[config.mk]
export PLATFORM = sky130hd
export DESIGN_NAME = bag_record_header_parser
export DESIGN_NICKNAME = d
export VERILOG_FILES = /design/src/hdl/bagrp_pkg.sv /design/src/hdl/bagrp_core.sv /design/src/hdl/bagrp_out_reg.sv /design/src/hdl/bag_record_header_parser.sv
export SDC_FILE = /design/constraint.sdc
export NUM_CORES = 1
export LEC_CHECK = 0
export BUFFER_PORTS_ARGS = -buffer_cell sky130_fd_sc_hd__buf_4
export CORE_ASPECT_RATIO = 1.5
export CORE_MARGIN = 2
export CORE_UTILIZATION = 30
export CTS_BUF_LIST = sky130_fd_sc_hd__clkbuf_2 sky130_fd_sc_hd__clkbuf_4 sky130_fd_sc_hd__clkbuf_8
export DETAILED_ROUTE_END_ITERATION = 10
export PLACE_DENSITY_LB_ADDON = 0.08
export SETUP_SLACK_MARGIN = 0.4
export SLEW_MARGIN = 25
export SYNTH_ARGS = -nofsm -noshare
export SYNTH_HDL_FRONTEND = slang
export SYNTH_SLANG_ARGS = --single-unit
[constraint.sdc]
create_clock -name i_clk -period 8.7 [get_ports i_clk]
set_clock_uncertainty 0.1 [all_clocks]
set_input_delay 1.305 -clock i_clk [delete_from_list [all_inputs] [get_ports i_clk]]
set_output_delay 1.305 -clock i_clk [all_outputs]
set_load 0.1 [all_outputs]
[src/hdl/bagrp_pkg.sv]
// Shared types and constants for the bag record header parser.
// Holds the parse phase encoding, the result record and the name characters.
// No dependencies.
`default_nettype none

package bagrp_pkg;

    // Parse phase, one-hot
    typedef enum logic [5:0] {
        PH_LEN   = 6'b000001,  // header length bytes
        PH_FLEN  = 6'b000010,  // field length bytes
        PH_NAME  = 6'b000100,  // field name characters
        PH_NZERO = 6'b001000,  // name ended by a zero byte
        PH_VALUE = 6'b010000,  // value bytes of a recognized field
        PH_SKIP  = 6'b100000   // rest of an unrecognized field
    } t_phase;

    // Name match flags
    localparam logic [1:0] MATCH_NONE = 2'b00;
    localparam logic [1:0] MATCH_OP   = 2'b01;
    localparam logic [1:0] MATCH_CONN = 2'b10;
    localparam logic [1:0] MATCH_BOTH = 2'b11;

    localparam logic [7:0] CHAR_EQ   = 8'h3D;  // '='
    localparam logic [7:0] CHAR_NUL  = 8'h00;
    localparam logic [2:0] NAME_MAX  = 3'd5;
    localparam logic [2:0] OP_LEN    = 3'd2;
    localparam logic [2:0] CONN_LEN  = 3'd4;
    localparam logic [2:0] VALUE_MAX = 3'd4;

    // Bytes of the header length word itself
    localparam logic [31:0] LEN_WORD_BYTES = 32'd4;

    // Status codes
    localparam logic STATUS_OK      = 1'b0;
    localparam logic STATUS_BAD_LEN = 1'b1;

    // One result per header
    typedef struct packed {
        logic [31:0] op_value;
        logic        op_found;
        logic [31:0] conn_value;
        logic        conn_found;
        logic [31:0] header_bytes;
        logic        status;
    } t_result;

    // Expected character of "op" at a name position
    function automatic logic [7:0] op_char(input logic pos);
        return pos ? 8'h70 : 8'h6F;
    endfunction

    // Expected character of "conn" at a name position
    function automatic logic [7:0] conn_char(input logic [1:0] pos);
        logic [7:0] c;
        case (pos)
            2'd0:    c = 8'h63;
            2'd1:    c = 8'h6F;
            default: c = 8'h6E;
        endcase
        return c;
    endfunction

endpackage

`default_nettype wire

[src/hdl/bagrp_core.sv]
// Parse state and single-byte step of the bag record header parser.
// Advances the header, field, name and value trackers by one byte per step.
// Depends on bagrp_pkg.
`default_nettype none

module bagrp_core (
    input  wire                  i_clk,
    input  wire                  i_rst_n,
    input  wire                  i_step,
    input  wire [7:0]            i_data_byte,
    input  wire                  i_restart,
    output logic                 o_res_valid,
    output bagrp_pkg::t_result   o_res
);

    bagrp_pkg::t_phase r_phase, n_phase;
    logic [1:0]  r_byte_index, n_byte_index;
    logic [31:0] r_header_length, n_header_length;
    logic [31:0] r_header_left, n_header_left;
    logic [31:0] r_field_left, n_field_left;
    logic [2:0]  r_name_count, n_name_count;
    logic [2:0]  r_name_len, n_name_len;
    logic [1:0]  r_name_match, n_name_match;
    logic [31:0] r_value_accum, n_value_accum;
    logic [2:0]  r_value_shift, n_value_shift;
    logic        r_value_stopped, n_value_stopped;
    logic [31:0] r_op_reg, n_op_reg;
    logic [31:0] r_conn_reg, n_conn_reg;
    logic [1:0]  r_found, n_found;

    logic        field_done;
    logic        header_done;
    logic [1:0]  match_tmp;
    logic [31:0] store_val;

    // Narrow the candidate set once the name is complete
    function automatic logic [1:0] resolve(input logic [1:0] m, input logic [2:0] len);
        logic [1:0] r;
        r = bagrp_pkg::MATCH_NONE;
        if (m[0] && len == bagrp_pkg::OP_LEN) begin
            r = bagrp_pkg::MATCH_OP;
        end else if (m[1] && len == bagrp_pkg::CONN_LEN) begin
            r = bagrp_pkg::MATCH_CONN;
        end
        return r;
    endfunction

    // One byte of work
    always_comb begin
        n_phase         = r_phase;
        n_byte_index    = r_byte_index;
        n_header_length = r_header_length;
        n_header_left   = r_header_left;
        n_field_left    = r_field_left;
        n_name_count    = r_name_count;
        n_name_len      = r_name_len;
        n_name_match    = r_name_match;
        n_value_accum   = r_value_accum;
        n_value_shift   = r_value_shift;
        n_value_stopped = r_value_stopped;
        n_op_reg        = r_op_reg;
        n_conn_reg      = r_conn_reg;
        n_found         = r_found;
        field_done      = 1'b0;
        header_done     = 1'b0;
        match_tmp       = r_name_match;
        store_val       = 32'd0;
        o_res_valid     = 1'b0;
        o_res           = '0;

        if (i_restart) begin
            n_phase      = bagrp_pkg::PH_LEN;
            n_byte_index = 2'd0;
        end

        if (n_phase == bagrp_pkg::PH_LEN) begin
            // Collect the header length, little-endian
            case (n_byte_index)
                2'd0: n_header_length = {24'd0, i_data_byte};
                2'd1: n_header_length[15:8]  = n_header_length[15:8] | i_data_byte;
                2'd2: n_header_length[23:16] = n_header_length[23:16] | i_data_byte;
                default: n_header_length[31:24] = n_header_length[31:24] | i_data_byte;
            endcase
            if (n_byte_index != 2'd3) begin
                n_byte_index = n_byte_index + 2'd1;
            end else begin
                n_byte_index = 2'd0;
                if (n_header_length == 32'd0 || n_header_length[31]) begin
                    // Reject a zero or negative length at once
                    o_res_valid        = 1'b1;
                    o_res.header_bytes = bagrp_pkg::LEN_WORD_BYTES;
                    o_res.status       = bagrp_pkg::STATUS_BAD_LEN;
                end else begin
                    n_header_left = n_header_length;
                    n_op_reg      = 32'd0;
                    n_conn_reg    = 32'd0;
                    n_found       = 2'b00;
                    n_field_left  = 32'd0;
                    n_phase       = bagrp_pkg::PH_FLEN;
                end
            end
        end else begin
            if (n_phase == bagrp_pkg::PH_FLEN) begin
                // Collect the field length, little-endian
                case (n_byte_index)
                    2'd0: n_field_left = {24'd0, i_data_byte};
                    2'd1: n_field_left[15:8]  = n_field_left[15:8] | i_data_byte;
                    2'd2: n_field_left[23:16] = n_field_left[23:16] | i_data_byte;
                    default: n_field_left[31:24] = n_field_left[31:24] | i_data_byte;
                endcase
                if (n_byte_index != 2'd3) begin
                    n_byte_index = n_byte_index + 2'd1;
                end else begin
                    n_byte_index = 2'd0;
                    if (n_field_left != 32'd0) begin
                        n_phase         = bagrp_pkg::PH_NAME;
                        n_name_count    = 3'd0;
                        n_name_len      = 3'd0;
                        n_name_match    = bagrp_pkg::MATCH_BOTH;
                        n_value_accum   = 32'd0;
                        n_value_shift   = 3'd0;
                        n_value_stopped = 1'b0;
                    end
                end
            end else begin
                // Field body byte
                if (n_phase == bagrp_pkg::PH_NAME || n_phase == bagrp_pkg::PH_NZERO) begin
                    if (i_data_byte == bagrp_pkg::CHAR_EQ) begin
                        n_name_match = resolve(n_name_match, n_name_len);
                        if (n_name_match != bagrp_pkg::MATCH_NONE) begin
                            n_phase = bagrp_pkg::PH_VALUE;
                        end else begin
                            n_phase = bagrp_pkg::PH_SKIP;
                        end
                    end else if (n_name_count >= bagrp_pkg::NAME_MAX) begin
                        // Overlong name: this byte already belongs to the value
                        n_name_match = resolve(n_name_match, n_name_len);
                        if (n_name_match != bagrp_pkg::MATCH_NONE) begin
                            n_phase = bagrp_pkg::PH_VALUE;
                            if (i_data_byte == bagrp_pkg::CHAR_NUL) begin
                                n_value_stopped = 1'b1;
                            end else begin
                                n_value_accum[7:0] = n_value_accum[7:0] | i_data_byte;
                                n_value_shift = n_value_shift + 3'd1;
                            end
                        end else begin
                            n_phase = bagrp_pkg::PH_SKIP;
                        end
                    end else begin
                        if (n_phase == bagrp_pkg::PH_NAME) begin
                            if (i_data_byte == bagrp_pkg::CHAR_NUL) begin
                                n_phase = bagrp_pkg::PH_NZERO;
                            end else begin
                                match_tmp = n_name_match;
                                if (!(n_name_count < 3'd2 &&
                                      i_data_byte == bagrp_pkg::op_char(n_name_count[0]))) begin
                                    match_tmp[0] = 1'b0;
                                end
                                if (!(n_name_count < 3'd4 &&
                                      i_data_byte == bagrp_pkg::conn_char(n_name_count[1:0]))) begin
                                    match_tmp[1] = 1'b0;
                                end
                                n_name_match = match_tmp;
                                n_name_len   = n_name_len + 3'd1;
                            end
                        end
                        n_name_count = n_name_count + 3'd1;
                    end
                end else if (n_phase == bagrp_pkg::PH_VALUE) begin
                    // Pack the first four value bytes little-endian, stopping at a zero byte
                    if (!n_value_stopped) begin
                        if (i_data_byte == bagrp_pkg::CHAR_NUL) begin
                            n_value_stopped = 1'b1;
                        end else if (n_value_shift < bagrp_pkg::VALUE_MAX) begin
                            case (n_value_shift[1:0])
                                2'd0: n_value_accum[7:0] = n_value_accum[7:0] | i_data_byte;
                                2'd1: n_value_accum[15:8] = n_value_accum[15:8] | i_data_byte;
                                2'd2: n_value_accum[23:16] =
                                          n_value_accum[23:16] | i_data_byte;
                                default: n_value_accum[31:24] =
                                          n_value_accum[31:24] | i_data_byte;
                            endcase
                            n_value_shift = n_value_shift + 3'd1;
                        end
                    end
                end
                n_field_left = n_field_left - 32'd1;
                field_done   = (n_field_left == 32'd0);
            end

            n_header_left = n_header_left - 32'd1;
            header_done   = (n_header_left == 32'd0);

            // Close the field at its own end or at the header end
            if (field_done || (header_done && n_phase != bagrp_pkg::PH_FLEN)) begin
                if (n_phase == bagrp_pkg::PH_NAME || n_phase == bagrp_pkg::PH_NZERO) begin
                    n_name_match = resolve(n_name_match, n_name_len);
                    store_val    = 32'd0;
                end else begin
                    store_val    = n_value_accum;
                end
                if (n_phase == bagrp_pkg::PH_NAME || n_phase == bagrp_pkg::PH_NZERO ||
                    n_phase == bagrp_pkg::PH_VALUE) begin
                    if (n_name_match == bagrp_pkg::MATCH_OP) begin
                        n_op_reg   = store_val;
                        n_found[0] = 1'b1;
                    end else if (n_name_match == bagrp_pkg::MATCH_CONN) begin
                        n_conn_reg = store_val;
                        n_found[1] = 1'b1;
                    end
                end
                n_phase      = bagrp_pkg::PH_FLEN;
                n_byte_index = 2'd0;
                n_field_left = 32'd0;
            end

            // Emit the header result
            if (header_done) begin
                o_res_valid        = 1'b1;
                o_res.op_value     = n_op_reg;
                o_res.op_found     = n_found[0];
                o_res.conn_value   = n_conn_reg;
                o_res.conn_found   = n_found[1];
                o_res.header_bytes = n_header_length + bagrp_pkg::LEN_WORD_BYTES;
                o_res.status       = bagrp_pkg::STATUS_OK;
                n_phase            = bagrp_pkg::PH_LEN;
                n_byte_index       = 2'd0;
            end
        end

        if (!i_step) begin
            o_res_valid = 1'b0;
        end
    end

    // Update state only on a processed byte
    always_ff @(posedge i_clk) begin
        if (!i_rst_n) begin
            r_phase         <= bagrp_pkg::PH_LEN;
            r_byte_index    <= 2'd0;
            r_header_length <= 32'd0;
            r_header_left   <= 32'd0;
            r_field_left    <= 32'd0;
            r_name_count    <= 3'd0;
            r_name_len      <= 3'd0;
            r_name_match    <= bagrp_pkg::MATCH_BOTH;
            r_value_accum   <= 32'd0;
            r_value_shift   <= 3'd0;
            r_value_stopped <= 1'b0;
            r_op_reg        <= 32'd0;
            r_conn_reg      <= 32'd0;
            r_found         <= 2'b00;
        end else if (i_step) begin
            r_phase         <= n_phase;
            r_byte_index    <= n_byte_index;
            r_header_length <= n_header_length;
            r_header_left   <= n_header_left;
            r_field_left    <= n_field_left;
            r_name_count    <= n_name_count;
            r_name_len      <= n_name_len;
            r_name_match    <= n_name_match;
            r_value_accum   <= n_value_accum;
            r_value_shift   <= n_value_shift;
            r_value_stopped <= n_value_stopped;
            r_op_reg        <= n_op_reg;
            r_conn_reg      <= n_conn_reg;
            r_found         <= n_found;
        end
    end

    // Length byte counting happens only while reading a length word
    a_index_in_length: assert property (@(posedge i_clk) disable iff (!i_rst_n)
        r_byte_index != 2'd0 |->
            (r_phase == bagrp_pkg::PH_LEN || r_phase == bagrp_pkg::PH_FLEN))
        else $error("byte index advanced outside a length word");

    // Name counters stay bounded and consistent
    a_name_bounds: assert property (@(posedge i_clk) disable iff (!i_rst_n)
        r_name_count <= bagrp_pkg::NAME_MAX && r_name_len <= r_name_count)
        else $error("name counters out of range");

    // Value bytes past the fourth never count
    a_value_bound: assert property (@(posedge i_clk) disable iff (!i_rst_n)
        r_value_shift <= bagrp_pkg::VALUE_MAX)
        else $error("value shift beyond four bytes");

    // A rejected length reports nothing but the length word
    a_bad_len_result: assert property (@(posedge i_clk) disable iff (!i_rst_n)
        (o_res_valid && o_res.status == bagrp_pkg::STATUS_BAD_LEN) |->
            (o_res.header_bytes == bagrp_pkg::LEN_WORD_BYTES &&
             !o_res.op_found && !o_res.conn_found))
        else $error("bad length result carries field data");

endmodule

`default_nettype wire

[src/hdl/bagrp_out_reg.sv]
// Result register of the bag record header parser.
// Holds one header result until the receiver takes it; frees for reload on transfer.
// Depends on bagrp_pkg.
`default_nettype none

module bagrp_out_reg (
    input  wire                  i_clk,
    input  wire                  i_rst_n,
    input  wire                  i_load,
    input  bagrp_pkg::t_result   i_res,
    input  wire                  i_ready,
    output logic                 o_free,
    output logic                 o_valid,
    output bagrp_pkg::t_result   o_res
);

    logic               r_valid;
    bagrp_pkg::t_result r_res;

    // Free when empty or draining this cycle
    assign o_free  = !r_valid || i_ready;
    assign o_valid = r_valid;
    assign o_res   = r_res;

    // Valid flag
    always_ff @(posedge i_clk) begin
        if (!i_rst_n) begin
            r_valid <= 1'b0;
        end else if (o_free) begin
            r_valid <= i_load;
        end
    end

    // Payload, no reset
    always_ff @(posedge i_clk) begin
        if (o_free && i_load) begin
            r_res <= i_res;
        end
    end

endmodule

`default_nettype wire

[src/hdl/bag_record_header_parser.sv]
// Top level of the bag record header parser: input register, parse core, result register.
// Depends on bagrp_pkg, bagrp_core and bagrp_out_reg.
//
// Use: header stream bytes enter on the s_axis channel, one per transfer; tuser[0]
// set forces the byte to be the first length byte of a new header, dropping any
// partial header. One result leaves on the m_axis channel per header, after its
// last byte, or after the fourth length byte when the length is zero or negative
// (status in tuser[0] is then 1 and header_bytes is 4).
// Throughput: one byte per cycle unless a waiting result stalls the input; every byte
// is a single step of the parse core. Path: the last byte of a header sits in the
// input register, and the result register loads the result when the parse core
// steps on that byte; the result then stays on m_axis until it transfers.
// Stall: while a result waits in the result register, the byte in the input
// register holds and tready stays high only if the input register is empty.
// Reset: synchronous, active low; clears the valid flags of both registers and returns the parser
// to expecting the first header length byte.
`default_nettype none

module bag_record_header_parser (
    input  wire          i_clk,
    input  wire          i_rst_n,
    input  wire          i_s_axis_tvalid,
    output logic         o_s_axis_tready,
    input  wire  [7:0]   i_s_axis_tdata,   // [7:0] data_byte
    input  wire  [0:0]   i_s_axis_tuser,   // [0] restart
    output logic         o_m_axis_tvalid,
    input  wire          i_m_axis_tready,
    output logic [103:0] o_m_axis_tdata,   // [31:0] op_value, [32] op_found,
                                           // [64:33] conn_value, [65] conn_found,
                                           // [97:66] header_bytes, [103:98] zero
    output logic [0:0]   o_m_axis_tuser    // [0] status
);

    logic               r_in_valid;
    logic [7:0]         r_in_byte;
    logic               r_in_restart;
    logic               w_step;
    logic               w_out_free;
    logic               w_res_valid;
    bagrp_pkg::t_result w_res;
    bagrp_pkg::t_result w_out_res;

    assign w_step          = r_in_valid && w_out_free;
    assign o_s_axis_tready = !r_in_valid || w_out_free;

    // Input register: valid flag
    always_ff @(posedge i_clk) begin
        if (!i_rst_n) begin
            r_in_valid <= 1'b0;
        end else if (o_s_axis_tready) begin
            r_in_valid <= i_s_axis_tvalid;
        end
    end

    // Input register: payload
    always_ff @(posedge i_clk) begin
        if (o_s_axis_tready && i_s_axis_tvalid) begin
            r_in_byte    <= i_s_axis_tdata;
            r_in_restart <= i_s_axis_tuser[0];
        end
    end

    bagrp_core u_core (
        .i_clk       (i_clk),
        .i_rst_n     (i_rst_n),
        .i_step      (w_step),
        .i_data_byte (r_in_byte),
        .i_restart   (r_in_restart),
        .o_res_valid (w_res_valid),
        .o_res       (w_res)
    );

    bagrp_out_reg u_out (
        .i_clk   (i_clk),
        .i_rst_n (i_rst_n),
        .i_load  (w_res_valid),
        .i_res   (w_res),
        .i_ready (i_m_axis_tready),
        .o_free  (w_out_free),
        .o_valid (o_m_axis_tvalid),
        .o_res   (w_out_res)
    );

    // Pack the result fields, lowest first
    assign o_m_axis_tdata = {6'd0, w_out_res.header_bytes, w_out_res.conn_found,
                             w_out_res.conn_value, w_out_res.op_found,
                             w_out_res.op_value};
    assign o_m_axis_tuser = w_out_res.status;

    // A held byte is never lost while the result side is stalled
    a_in_hold: assert property (@(posedge i_clk) disable iff (!i_rst_n)
        (r_in_valid && !w_out_free) |=> (r_in_valid && $stable(r_in_byte) &&
                                         $stable(r_in_restart)))
        else $error("input register changed while stalled");

    // A result is produced only from a processed byte
    a_res_from_step: assert property (@(posedge i_clk) disable iff (!i_rst_n)
        w_res_valid |-> w_step)
        else $error("result without a processed byte");

    // A stalled result holds until its transfer
    a_out_hold: assert property (@(posedge i_clk) disable iff (!i_rst_n)
        (o_m_axis_tvalid && !i_m_axis_tready) |=>
            (o_m_axis_tvalid && $stable(o_m_axis_tdata) && $stable(o_m_axis_tuser)))
        else $error("result changed while stalled");

endmodule

`default_nettype wire
==> key figures <==
Hold path
  – HP Start: u_core.r_conn_reg[29]
  – Worst hold path stage count: 1
  – Hold Path Sink: u_core.r_conn_reg[29]
  – Hold Crit Class: flip-flop to flip-flop

Logic synthesis
  – Simple-gate share of the synthesized area: approximately 22%
  – Cell Area, Synth: about 0.018 mm^2
  – Synth cell types: between 80 and 90
  – Post-synthesis area per instance: 8.31 um^2
  – Ranking of synthesized cells by area: dfxtp_1, edfxtp_1, a21oi_1, nand2_1, nor2_1
  – Main combinational cell family by area after synthesis: compound AO/OA/AOI/OAI gates
  – Seq/Total Area, Yosys: a little over two fifths
  – Multiplexer share of the synthesized area: 0.625%
  – Post-synthesis register bit count: ~320
  – Adder-cell share of the synthesized area: 1.26%
  – Yosys top cell area share: 24.3%
  – Synth area leader: dfxtp_1
  – Post-synth EDFFs: around 110
  – Post-synthesis xor/xnor area fraction: 2.60%
  – Synth Instances: roughly 2100
  – Ys async rst share: 0%
  – Synth Flop Type: dfxtp_1
  – Compound-gate portion of the synthesized area: 25.3%
  – YS warnings: 0

Critical path
  – Crit-path max FO: 60
  – Crit path capture type: flip-flop
  – Worst path required time: 9.18 ns
  – Reg2reg start: u_core.r_byte_index[0]
  – CP Data Arrival Time: between 6 and 7 ns
  – Setup crit start: u_core.r_byte_index[0]
  – Worst-case reg-to-reg path depth: 15
  – WS Path Type: flip-flop to flip-flop
  – Worst r2r dst: u_core.r_conn_reg[7]
  – Crit path launch type: flip-flop
  – R2R Setup Slk: around 3.1 ns

Timing
  – Upper clock frequency limit: 0.179 GHz
  – Slew HR: about 37%
  – Endpoints failing hold: 0
  – Final min period: ~5.6 ns
  – Final setup TNS: 0 ns
  – Period utilization: about 64%
  – Final setup viols: 0
  – Least-Margin Pin Slew: 0.941 ns
  – PnR worst setup slack: about 3.1 ns
  – RSZ-0062 raised after global routing: no
  – Max Slew Vio Count: 0

Run
  – Max Cap Viol: 0

Route
  – Via density: 5.54
  – Initial drt markers: ~1100
  – Final ANT Viol Nets: 0
  – Initial DRT Pass Iterations: 8
  – DRC viols: 0
  – Routed len/inst: 21.9 um
  – Final wirelength: 65300 um
  – Via Count: between 15000 and 20000

GRT
  – Initial antenna violation count: 1
  – Number of global-route vias before repair: 16200
  – Global-route wire length before repair: 99600 um
  – Total track usage: roughly a fifth
  – Pin count of the biggest net entering global routing: 96
  – Overflow after GRT: 0

Final layout
  – Final Util: 34.9%
  – Max reg flops: a little under 100
  – Final net count: 2190
  – Layout cells sized above 1: between 10% and 20%
  – Synthesis-to-layout area growth: 15.0%
  – Fill cells: 6135

Clocking
  – CTS tree: yes
  – Clk buf depth: 3
  – Post-CTS Setup Bufs: 0
  – Worst-skew pair later-pin latency: approximately 0.68 ns
  – Num CTS Buffers: 55
  – Cts repair resizes: 0
  – CTS root buf: clkbuf_8
  – Hold buffer count at CTS: 0
  – Clock-pin slew on the worst setup and hold paths: about 0.07 ns
  – Clock sinks: ~320
  – H-tree depth reported by CTS: 2

Status
  – Status: finished, final reports clean

Place
  – Global placement routability congestion: between 0.8 and 0.9
  – Pre-CTS setup slack: 2.93 ns
  – HPWL Detailed: 44300 um
  – PortBufs: around 110

Floorplanning
  – Number of placed I/O pins: between 100 and 150
  – DIE AREA: around 0.061 mm^2
  – Die height: ~300 um
  – Die width: slightly above 200 um
  – Rows: 109
  – Core area: between 0.05 and 0.06 mm^2
  – Initial core utilization: around 30%

Power and ir drop
  – Worst-case vdd ir drop: 0.0937 mV
  – P_leak: about 6.6 nW
  – PwrDens: approximately 160 mW/mm^2
## placed cells by master (no fill, tap or decap), types with 13 or more instances in the layout
master     synthesis  final
nand2_1          251    249
nor2_1           234    233
dfxtp_1          216    216
a21oi_1          202    201
o21ai_0          152    151
buf_4              6    148
edfxtp_1         108    108
clkbuf_8           0     63
o2bb2ai_1         62     62
nor3_1            61     60
nand3_1           45     45
and2_1            45     45
a32oi_1           40     40
nor4_1            34     34
a22o_1            32     32
a22oi_1           31     31
inv_1             31     30
xor2_1            27     27
xnor2_1           26     26
nand4_1           24     24
clkbuf_4           0     23
or3_1             22     22
and3_1            21     21
nor2b_1           19     19
ha_1              18     18
a211oi_1          17     17
a31oi_1           17     16
o31ai_1           14     14
o211ai_1          14     14
nand2b_1          14     13
## per-layer routing
layer / global-route usage, % / share of wire (%)
met5: 0 / 0
met4: 9.68 / 4.5
met3: 2.67 / 4.3
met2: 38.2 / 51
met1: 24.1 / 40
## cells by family (layout without fill, tap and decap cells)
logic type,count (synthesis),count (layout)
AOI/OAI and AO/OA,679,679
xor gates and xnor gates,53,53
adders and majority gates,18,18
buffers and inverters,231,287
DFF,324,324
muxes,11,11
other,1,8
and+or+nand+nor,828,828
## critical path, stage by stage (launching register included)
cell and delay (ns):
dfxtp_1 0.62, inv_1 0.24, nor2_1 0.36, inv_1 0.23, ha_1 0.38, nand2_1 0.11, o21ai_0 0.20, nand4b_1 0.31
nor4_1 0.63, a311oi_1 0.22, a21oi_1 0.30, nand2b_4 0.75, nand2_1 0.35, o21ai_2 0.12, buf_4 0.39, o2bb2ai_1 0.18
## cell usage after synthesis, drive strengths merged, types with 24 or more instances
library cell	instances
nand2	251
nor2	236
dfxtp	216
a21oi	203
o21ai	155
clkbuf	153
edfxtp	108
nor3	63
o2bb2ai	62
buf	47
and2	45
nand3	45
a32oi	40
nor4	36
a22o	32
a22oi	31
inv	31
xor2	27
xnor2	26
nand4	24
## layout make-up
cell class              count  area, um^2  area share (%)
clock inverters            18         181           0.885
flip-flops and latches    324        7570            36.9
multi-input cells        1595        9410            45.9
well taps                 777         972            4.74
diodes                      2        5.00          0.0244
clock buffers              86        1040            5.07
inverters                  31         119           0.580
repair buffers            152        1200            5.88
## stage by stage
stage               area (um^2)  instances  hold WS, ns  total power [mW]
floorplan                 17800       2150        0.326              1.69
global route              20500       2984        0.371              3.39
global placement          19200       2876        0.338              1.76
CTS                       20400       2980        0.359              3.33
detailed placement        19200       2876        0.341              1.76
finish                    20500       2985        0.357              3.28
## where the power goes
part | leakage, nW | internal [mW] | switching (mW) | total [mW]
combinational | 3.44 | 0.0352 | 0.124 | 0.159
clock | 0.657 | 0.856 | 0.688 | 1.54
sequential | 2.51 | 1.56 | 0.0130 | 1.57
## how the worst max path moves through the flow
stage / to / slack (ns) / depth (start not counted)
after floorplan: u_out.o_res[0] / 0.40 / 11
after global placement: u_out.o_res[38] / 2.90 / 11
after detailed placement: u_out.o_res[31] / 2.93 / 11
after CTS: u_out.o_res[2] / 2.90 / 11
after global routing: u_out.o_res[67] / 2.78 / 16
final: u_core.r_conn_reg[7] / 3.13 / 15
Note: power is estimated with default switching activity, not from simulation.
